## config.mk

```make
export PLATFORM = sky130hd
export DESIGN_NAME = char_lcd_8bit_write_sequencer_top
export DESIGN_NICKNAME = d
export VERILOG_FILES = /design/src/lcdws_pkg.sv /design/src/lcdws_front.sv /design/src/lcdws_queue.sv /design/src/lcdws_back.sv /design/src/char_lcd_8bit_write_sequencer_top.sv
export SDC_FILE = /design/constraint.sdc
export NUM_CORES = 1
export LEC_CHECK = 0
export ABC_AREA = 1
export BUFFER_PORTS_ARGS = -buffer_cell sky130_fd_sc_hd__buf_4
export CAP_MARGIN = 15
export CORE_MARGIN = 1
export CORE_UTILIZATION = 50
export DETAILED_ROUTE_END_ITERATION = 10
export PLACE_DENSITY_LB_ADDON = 0.08
export SYNTH_ARGS = -nofsm -noshare
export SYNTH_HDL_FRONTEND = slang
export SYNTH_SLANG_ARGS = --single-unit
```

## constraint.sdc

```tcl
create_clock -name clk -period 4.6 [get_ports clk]
set_input_delay 0.46 -clock clk [delete_from_list [all_inputs] [get_ports clk]]
set_output_delay 0.46 -clock clk [all_outputs]
set_load 0.02 [all_outputs]
```

## src/lcdws_pkg.sv

```systemverilog
// ----------------------------------------------------------------------------
// lcdws_pkg: shared types and tables for the character LCD write sequencer
// Item structs, request kinds, classified operations and the init step ROM.
// ----------------------------------------------------------------------------
package lcdws_pkg;

  // request kinds on the input channel
  localparam logic [2:0] KIND_TICK     = 3'd0;
  localparam logic [2:0] KIND_INIT     = 3'd1;
  localparam logic [2:0] KIND_CMD      = 3'd2;
  localparam logic [2:0] KIND_CHAR     = 3'd3;
  localparam logic [2:0] KIND_CURSOR   = 3'd4;
  localparam logic [2:0] KIND_CLEAR    = 3'd5;
  localparam logic [2:0] KIND_SHIFT_R  = 3'd6;
  localparam logic [2:0] KIND_SHIFT_L  = 3'd7;

  // LCD command bytes
  localparam logic [7:0] LCD_FUNC_SET  = 8'h30;
  localparam logic [7:0] LCD_FUNC_8B2L = 8'h38;
  localparam logic [7:0] LCD_DISP_ON   = 8'h0C;
  localparam logic [7:0] LCD_CLEAR     = 8'h01;
  localparam logic [7:0] LCD_ENTRY     = 8'h06;
  localparam logic [7:0] LCD_ROW1_BASE = 8'h80;
  localparam logic [7:0] LCD_ROW2_BASE = 8'hC0;
  localparam logic [7:0] LCD_SHIFT_R   = 8'h1C;
  localparam logic [7:0] LCD_SHIFT_L   = 8'h18;

  localparam logic [1:0] ROW_ONE = 2'd1;
  localparam logic [1:0] ROW_TWO = 2'd2;

  // sequencer step codes
  localparam int         STEP_W        = 5;
  localparam logic [4:0] STEP_IDLE     = 5'd0;
  localparam logic [4:0] STEP_XFER_HI  = 5'd1;
  localparam logic [4:0] STEP_XFER_LO  = 5'd2;
  localparam logic [4:0] STEP_INIT_WT  = 5'd3;
  localparam logic [4:0] STEP_INIT_1ST = 5'd4;
  localparam logic [4:0] STEP_LAST     = 5'd20;

  localparam logic [15:0] TPM_RESET    = 16'd1000;

  typedef struct packed {
    logic [2:0] kind;
    logic [7:0] value;
    logic [1:0] row;
    logic [5:0] column;
  } in_item_t;

  typedef struct packed {
    logic       rs_pin;
    logic       enable_pin;
    logic [7:0] data_bus;
    logic       busy_res;
    logic       accepted;
  } out_item_t;

  typedef enum logic [1:0] {
    OP_TICK = 2'd0,
    OP_INIT = 2'd1,
    OP_XFER = 2'd2,
    OP_NOP  = 2'd3
  } op_t;

  // classified request handed from front to back
  typedef struct packed {
    op_t        op;
    logic       rs;
    logic [7:0] data;
  } op_item_t;

  typedef enum logic [1:0] {
    ACT_NONE = 2'd0,
    ACT_HIGH = 2'd1,
    ACT_LOW  = 2'd2
  } act_t;

  function automatic act_t step_action(input logic [4:0] s);
    act_t a;
    case (s)
      5'd1, 5'd4, 5'd7, 5'd10, 5'd13, 5'd15, 5'd17, 5'd19: a = ACT_HIGH;
      5'd2, 5'd5, 5'd8, 5'd11, 5'd14, 5'd16, 5'd18, 5'd20: a = ACT_LOW;
      default:                                             a = ACT_NONE;
    endcase
    return a;
  endfunction

  function automatic logic [4:0] step_ms(input logic [4:0] s);
    logic [4:0] m;
    case (s)
      STEP_IDLE:    m = 5'd0;
      STEP_INIT_WT: m = 5'd20;
      5'd6:         m = 5'd5;
      5'd12:        m = 5'd10;
      default:      m = 5'd1;
    endcase
    return m;
  endfunction

  function automatic logic [7:0] step_byte(input logic [4:0] s);
    logic [7:0] b;
    case (s)
      5'd4, 5'd7, 5'd10: b = LCD_FUNC_SET;
      5'd13:             b = LCD_FUNC_8B2L;
      5'd15:             b = LCD_DISP_ON;
      5'd17:             b = LCD_CLEAR;
      5'd19:             b = LCD_ENTRY;
      default:           b = 8'h00;
    endcase
    return b;
  endfunction

  function automatic logic [4:0] next_step(input logic [4:0] s);
    logic [4:0] n;
    if (s == STEP_XFER_LO || s >= STEP_LAST) begin
      n = STEP_IDLE;
    end else begin
      n = s + 5'd1;
    end
    return n;
  endfunction

endpackage

```

## src/lcdws_front.sv

```systemverilog
// ----------------------------------------------------------------------------
// lcdws_front: request classifier
// Turns a raw request into a tick, init, single transfer or no-op.
// ----------------------------------------------------------------------------
module lcdws_front import lcdws_pkg::*; (
  input  in_item_t item,
  output op_item_t op_item
);

  always_comb begin
    op_item.op   = OP_XFER;
    op_item.rs   = 1'b0;
    op_item.data = 8'h00;
    case (item.kind)
      KIND_TICK: op_item.op = OP_TICK;
      KIND_INIT: op_item.op = OP_INIT;
      KIND_CMD:  op_item.data = item.value;
      KIND_CHAR: begin
        op_item.rs   = 1'b1;
        op_item.data = item.value;
      end
      KIND_CURSOR: begin
        // rows other than one and two are dropped
        if (item.row == ROW_ONE) begin
          op_item.data = LCD_ROW1_BASE + {2'b00, item.column};
        end else if (item.row == ROW_TWO) begin
          op_item.data = LCD_ROW2_BASE + {2'b00, item.column};
        end else begin
          op_item.op = OP_NOP;
        end
      end
      KIND_CLEAR:   op_item.data = LCD_CLEAR;
      KIND_SHIFT_R: op_item.data = LCD_SHIFT_R;
      KIND_SHIFT_L: op_item.data = LCD_SHIFT_L;
      default:      op_item.op = OP_NOP;
    endcase
  end

endmodule

```

## src/lcdws_queue.sv

```systemverilog
// ----------------------------------------------------------------------------
// lcdws_queue: two-entry operation queue
// Decouples the classifier from the pin sequencer.
// ----------------------------------------------------------------------------
module lcdws_queue import lcdws_pkg::*; (
  input  logic     clk,
  input  logic     rst_n,
  input  logic     push,
  input  op_item_t push_item,
  output logic     full,
  input  logic     pop,
  output logic     not_empty,
  output op_item_t head
);

  op_item_t   mem_r [2];
  logic       wr_ptr_r, wr_ptr_nxt;
  logic       rd_ptr_r, rd_ptr_nxt;
  logic [1:0] count_r, count_nxt;

  assign full      = (count_r == 2'd2);
  assign not_empty = (count_r != 2'd0);
  assign head      = mem_r[rd_ptr_r];

  always_comb begin
    wr_ptr_nxt = wr_ptr_r ^ push;
    rd_ptr_nxt = rd_ptr_r ^ pop;
    count_nxt  = count_r + {1'b0, push} - {1'b0, pop};
  end

  always_ff @(posedge clk) begin
    if (!rst_n) begin
      wr_ptr_r <= 1'b0;
      rd_ptr_r <= 1'b0;
      count_r  <= 2'd0;
    end else begin
      wr_ptr_r <= wr_ptr_nxt;
      rd_ptr_r <= rd_ptr_nxt;
      count_r  <= count_nxt;
    end
  end

  always_ff @(posedge clk) begin
    if (push) begin
      mem_r[wr_ptr_r] <= push_item;
    end
  end

  a_no_overflow: assert property (@(posedge clk) disable iff (!rst_n)
    full |-> !push) else $error("queue push while full");
  a_no_underflow: assert property (@(posedge clk) disable iff (!rst_n)
    !not_empty |-> !pop) else $error("queue pop while empty");
  a_count_range: assert property (@(posedge clk) disable iff (!rst_n)
    count_r != 2'd3) else $error("queue count out of range");

endmodule

```

## src/lcdws_back.sv

```systemverilog
// ----------------------------------------------------------------------------
// lcdws_back: pin sequencer
// Runs transfers and the init sequence, counts ticks and registers results.
// ----------------------------------------------------------------------------
module lcdws_back import lcdws_pkg::*; (
  input  logic      clk,
  input  logic      rst_n,
  input  logic      op_valid,
  input  op_item_t  op_item,
  output logic      op_pop,
  input  logic      cfg_we,
  input  logic [15:0] cfg_tpm,
  output logic      out_valid,
  input  logic      out_stall,
  output out_item_t out_data
);

  logic [15:0] tpm_r;
  logic [4:0]  step_r, step_nxt;
  logic [4:0]  ms_r, ms_nxt;
  logic [15:0] tc_r, tc_nxt;
  logic [7:0]  pend_r, pend_nxt;
  logic        rs_r, rs_nxt;
  logic        en_r, en_nxt;
  logic [7:0]  data_r, data_nxt;
  logic        out_valid_r;
  out_item_t   out_r, out_nxt;

  logic        busy, enter, acc;
  logic [4:0]  ns, ms_dec;
  logic [15:0] limit, tc_inc;

  assign op_pop    = op_valid && (!out_valid_r || !out_stall);
  assign out_valid = out_valid_r;
  assign out_data  = out_r;

  always_comb begin
    busy     = (step_r != STEP_IDLE);
    limit    = (tpm_r == 16'd0) ? 16'd1 : tpm_r;
    tc_inc   = tc_r + 16'd1;
    ms_dec   = (ms_r != 5'd0) ? ms_r - 5'd1 : 5'd0;
    step_nxt = step_r;
    ms_nxt   = ms_r;
    tc_nxt   = tc_r;
    pend_nxt = pend_r;
    rs_nxt   = rs_r;
    en_nxt   = en_r;
    data_nxt = data_r;
    enter    = 1'b0;
    ns       = STEP_IDLE;
    acc      = 1'b0;

    case (op_item.op)
      OP_TICK: begin
        if (busy) begin
          if (tc_inc >= limit) begin
            tc_nxt = 16'd0;
            ms_nxt = ms_dec;
            if (ms_dec == 5'd0) begin
              enter = 1'b1;
              ns    = next_step(step_r);
            end
          end else begin
            tc_nxt = tc_inc;
          end
        end
      end
      OP_INIT: begin
        if (!busy) begin
          acc    = 1'b1;
          rs_nxt = 1'b0;
          en_nxt = 1'b0;
          enter  = 1'b1;
          ns     = STEP_INIT_WT;
        end
      end
      OP_XFER: begin
        if (!busy) begin
          acc      = 1'b1;
          rs_nxt   = op_item.rs;
          pend_nxt = op_item.data;
          enter    = 1'b1;
          ns       = STEP_XFER_HI;
        end
      end
      default: acc = 1'b0;
    endcase

    // step entry: load duration, drive strobe and bus per step ROM
    if (enter) begin
      step_nxt = ns;
      ms_nxt   = step_ms(ns);
      tc_nxt   = 16'd0;
      if (step_action(ns) == ACT_HIGH) begin
        if (ns >= STEP_INIT_1ST) begin
          pend_nxt = step_byte(ns);
          rs_nxt   = 1'b0;
        end
        data_nxt = pend_nxt;
        en_nxt   = 1'b1;
      end else if (step_action(ns) == ACT_LOW) begin
        en_nxt = 1'b0;
      end
    end

    out_nxt.rs_pin     = rs_nxt;
    out_nxt.enable_pin = en_nxt;
    out_nxt.data_bus   = data_nxt;
    out_nxt.busy_res   = (step_nxt != STEP_IDLE);
    out_nxt.accepted   = acc;
  end

  always_ff @(posedge clk) begin
    if (!rst_n) begin
      tpm_r       <= TPM_RESET;
      step_r      <= STEP_IDLE;
      ms_r        <= 5'd0;
      tc_r        <= 16'd0;
      pend_r      <= 8'h00;
      rs_r        <= 1'b0;
      en_r        <= 1'b0;
      data_r      <= 8'h00;
      out_valid_r <= 1'b0;
    end else begin
      if (cfg_we) begin
        tpm_r <= cfg_tpm;
      end
      if (op_pop) begin
        step_r <= step_nxt;
        ms_r   <= ms_nxt;
        tc_r   <= tc_nxt;
        pend_r <= pend_nxt;
        rs_r   <= rs_nxt;
        en_r   <= en_nxt;
        data_r <= data_nxt;
      end
      if (op_pop) begin
        out_valid_r <= 1'b1;
      end else if (!out_stall) begin
        out_valid_r <= 1'b0;
      end
    end
  end

  always_ff @(posedge clk) begin
    if (op_pop) begin
      out_r <= out_nxt;
    end
  end

  a_step_range: assert property (@(posedge clk) disable iff (!rst_n)
    step_r <= STEP_LAST) else $error("step code out of range");
  a_en_only_busy: assert property (@(posedge clk) disable iff (!rst_n)
    en_r |-> step_r != STEP_IDLE) else $error("E high while idle");
  a_ms_idle: assert property (@(posedge clk) disable iff (!rst_n)
    (step_r == STEP_IDLE) == (ms_r == 5'd0)) else $error("ms count mismatch");
  a_out_hold: assert property (@(posedge clk) disable iff (!rst_n)
    out_valid_r && out_stall |=> out_valid_r && $stable(out_r))
    else $error("stalled result changed");

endmodule

```

## src/char_lcd_8bit_write_sequencer_top.sv

```systemverilog
// ----------------------------------------------------------------------------
// char_lcd_8bit_write_sequencer_top: 8-bit character LCD write sequencer
// Drives RS, E and D0..D7 from a stream of tick and request items.
// ----------------------------------------------------------------------------
//
//  channel  dir  handshake         payload
//  in_      in   in_valid/in_stall  in_item_t  (kind, value, row, column)
//  out_     out  out_valid/out_stall out_item_t (rs, E, data, busy, accepted)
//  cfg_     in   cfg_valid/cfg_ready cfg_data  (ticks per millisecond)
//
//  One item per clock sustained while out_stall is low; each item yields one
//  result transfer via the queue stage, then the result register.
//  The two-entry queue lets input keep flowing while a result is stalled;
//  in_stall rises only when the queue is full.
//  Synchronous active-low reset: sequencer idle, ticks_per_ms 1000.
//  cfg_ready is always high; writes are expected only while idle.
//
module char_lcd_8bit_write_sequencer_top import lcdws_pkg::*; (
  input  logic        clk,
  input  logic        rst_n,
  // request channel
  input  logic        in_valid,
  output logic        in_stall,
  input  in_item_t    in_data,
  // result channel
  output logic        out_valid,
  input  logic        out_stall,
  output out_item_t   out_data,
  // ticks_per_ms write port
  input  logic        cfg_valid,
  output logic        cfg_ready,
  input  logic [15:0] cfg_data
);

  op_item_t cls_item;   // classified request from the front
  op_item_t q_head;     // oldest queued operation
  logic     q_full;
  logic     q_not_empty;
  logic     q_pop;
  logic     in_push;

  assign in_stall  = q_full;
  assign in_push   = in_valid && !q_full;
  assign cfg_ready = 1'b1;

  // front: classify raw requests
  lcdws_front u_front (
    .item    (in_data),
    .op_item (cls_item)
  );

  // short queue between classifier and sequencer
  lcdws_queue u_queue (
    .clk       (clk),
    .rst_n     (rst_n),
    .push      (in_push),
    .push_item (cls_item),
    .full      (q_full),
    .pop       (q_pop),
    .not_empty (q_not_empty),
    .head      (q_head)
  );

  // back: pin sequencer with result register
  lcdws_back u_back (
    .clk       (clk),
    .rst_n     (rst_n),
    .op_valid  (q_not_empty),
    .op_item   (q_head),
    .op_pop    (q_pop),
    .cfg_we    (cfg_valid && cfg_ready),
    .cfg_tpm   (cfg_data),
    .out_valid (out_valid),
    .out_stall (out_stall),
    .out_data  (out_data)
  );

endmodule
```

==> run summary <==
syn_nets: 831
Startpoint Class: flop
Final ANT Viol Nets: 0
worst slew pin tran: 0.914 ns
# clock sinks: 100
synth unique cells: 50
RSZ-0062 raised after global routing: false
Final HPWL DP: 9470 um
Die Wd: 110 um
crit path kind: reg -> reg
die area: 12100 um^2
# DRC: 0
Post-synth EDFFs: 34
Post-Synthesis Cells: 757
register area: 2340 um^2
Yosys Warn Count: 0
min-delay src: cfg_data[3]
mux share of post-synthesis cell area: 0.926%
initial antenna violation count: 0
crit path capture type: flop
setup_tns: 0 ns
fin crit share: 91.8%
core area: 11400 um^2
total global routing overflow: 0
mean area per synthesized cell: 7.68 um^2
Root Driver: clkbuf_16
post-synthesis simple-gate area fraction: 25.4%
crit path launch: u_back.tc_r[0]
CTS Buf Count: 9
Clock Pin Slew Worst Setup and Hold Paths: 0.06 ns
max cap viols: 0
vias in the first global route: 4532
FP Rows: 39
Longest Clk Path Bufs: 2
Avg Vias per Cell: 5.22
final WL: 12800 um
via count: 5004
Cell Pwr Density: 553 nW/um^2
largest family of logic cells by synthesized area: simple AND/OR/NAND/NOR gates
Final Util: 59.0%
Synth Area in Compound Gates: 13.6%
Initial Utilization: 51.1%
CTS tree: yes
ANT cells: 0
1st-iter DRT viols: 352
synthesized-area fraction occupied by adder cells: 7.32%
Slew headroom: 38.8%
largest fanout on the critical path: 6
overall fraction of global-route tracks in use: 22.6%
largest net degree at the start of global routing: 43
layout cell share with drive strength beyond 1: 15.2%
worst endpoint required time: 4.71 ns
CTS H-Tree Depth: 3
worst path arrival time: 4.33 ns
most common cell after layout, fill and taps aside: nand2_1
synth top area cells: dfxtp_1 (23%), edfxtp_1 (18%), nand2_1 (10%), ha_1 (7.3%), inv_1 (7.3%)
DRT Pass-1 Iters: 7
top-area cell type share of the netlist area: 22.7%
fmax: 237 MHz
Post-Synth XOR/XNOR Area: 3.01%
maximum VDD drop: 0.343 mV
io pins: 55
PortBufs: 53
most used flip-flop cell after synthesis: dfxtp_1
Placer Congestion: 0.939
Worst Skew: 0.00748 ns
flops & latches, synth: 100
post-synthesis sequential area ratio: 40.3%
# nets final: 885
max-slew violations: 0
cell area after synthesis: 5810 um^2
post-DR wirelength/cell: 13.3 um
Leak Pwr: 3.26 nW
Final Hold Viols: 0
Final Critical Period: 4.22 ns
Post-synth ARST share: 0%
worst r2r src: u_back.tc_r[0]
multi-input logic area: 2980 um^2
commonest non-fill, non-tap cells in the layout: nand2_1 (162), inv_1 (113), dfxtp_1 (66), nor2_1 (64), buf_4 (63)
Die Y-Extent: 110 um
final setup fails: 0
Worst Hold Class: in -> reg
filler cell count: 1037
global-route wire length before repair: 20900 um
Post-CTS Hold Buffers: 0
dpl cell area: 6350 um^2
Final Instance Area: 6710 um^2
area growth from synthesis to layout: 15.4%
Synth area leader: dfxtp_1
Clk Latency, worst-skew pair: 0.36 ns
run status: finished, final reports clean
[metal layers]
| metal | GRT usage, % | up-vias | wire [um] |
|---|---|---|---|
| li1 | - | 2577 | - |
| met1 | 29.4 | 2279 | 5810 |
| met2 | 36.7 | 130 | 6070 |
| met3 | 3.97 | 18 | 660 |
| met4 | 9.81 | 0 | 245 |
| met5 | 0 | - | 0 |
[registers in the layout, summed over array words and instances (netlist names), named ones only]
register / flops
u_queue.mem_r: 22
u_back.tc_r: 16
u_back.tpm_r: 16
u_back.out_data: 12
u_back.data_r: 8
u_back.pend_r: 8
u_back.ms_r: 5
u_back.step_r: 5
u_queue.count_r: 2
u_back.en_r: 1
u_back.out_valid: 1
u_back.rs_r: 1
u_queue.rd_ptr_r: 1
u_queue.wr_ptr_r: 1
[final timing paths]
| check | slack [ns] | cells after the start | to |
|---|---|---|---|
| worst min-delay path | 0.32 | 3 | u_back.tpm_r[3] |
| worst max-delay path | 0.38 | 25 | u_back.out_data[5] |
| worst max register to register | 0.38 | 25 | u_back.out_data[5] |
| worst min register to register | 0.46 | 2 | u_back.pend_r[7] |
[report_power, final]
part           internal, W  total (W)  switching (W)
logic             0.000579    0.00166        0.00109
registers          0.00117    0.00129       0.000120
clock network     0.000420   0.000750       0.000330
[cell families after synthesis]
| kind of cell | Yosys count |
|---|---|
| buf+inv | 141 |
| xor+xnor | 20 |
| simple gates | 314 |
| mux | 5 |
| other cells | 1 |
| fa+ha+maj | 34 |
| flops | 100 |
| compound gates | 142 |
[cell usage after synthesis (all sizes together), types with 2 or more instances]
cell	number
nor4	7
mux2	3
xor2	16
o21ai	60
o211ai	7
nand3	42
xnor2	4
clkinv	2
buf	6
clkbuf	15
a31oi	4
a22oi	5
nand2	175
nand4	4
edfxtp	34
a22o	3
ha	34
inv	118
dfxtp	66
nor2	74
a21oi	57
nor3	7
mux2i	2
[worst max-delay path: stages (launching register included)]
cell and delay [ns]:
dfxtp_1 0.39, and3_1 0.21, nand3_1 0.13, nor3b_2 0.27, nand3_2 0.13, nor2_2 0.16
buf_4 0.13, xnor2_1 0.11, inv_1 0.08, ha_1 0.32, nand2_1 0.06, o21ai_0 0.28
a21oi_1 0.12, nand2_2 0.12, nand3_2 0.09, nand2_4 0.12, nand2_4 0.07, ha_1 0.31
nand3b_1 0.18, nand2_1 0.08, nand2_1 0.09, nand3_4 0.14, nor2_8 0.07, buf_4 0.14
nand2_1 0.13, nand2_1 0.07
[repair_timing]
action	in CTS	in global routing
setup endpoints to repair	0	49
gates resized for setup	0	9
buffers inserted	0	3
[final cells by class]
| type | count | area share (%) |
|---|---|---|
| Clock inverter | 5 | 0.765 |
| Sequential cell | 100 | 34.9 |
| Inverter | 120 | 6.75 |
| Clock buffer | 11 | 3.47 |
| Tap cell | 143 | 2.67 |
| Multi-Input combinational cell | 517 | 44.4 |
| Timing Repair Buffer | 63 | 7.05 |
[stage by stage]
stage                     hold WS, ns  worst slack [ns]  instances  power, W
after CTS                       0.313             0.265        955   0.00369
after global placement          0.452             0.404        939   0.00288
after global routing            0.330            0.0140        959   0.00402
after detailed placement        0.455             0.272        939   0.00294
after floorplan                 0.442             0.496        757   0.00251
final                           0.322             0.377        959   0.00371
Power figures use the tool's default switching activity.
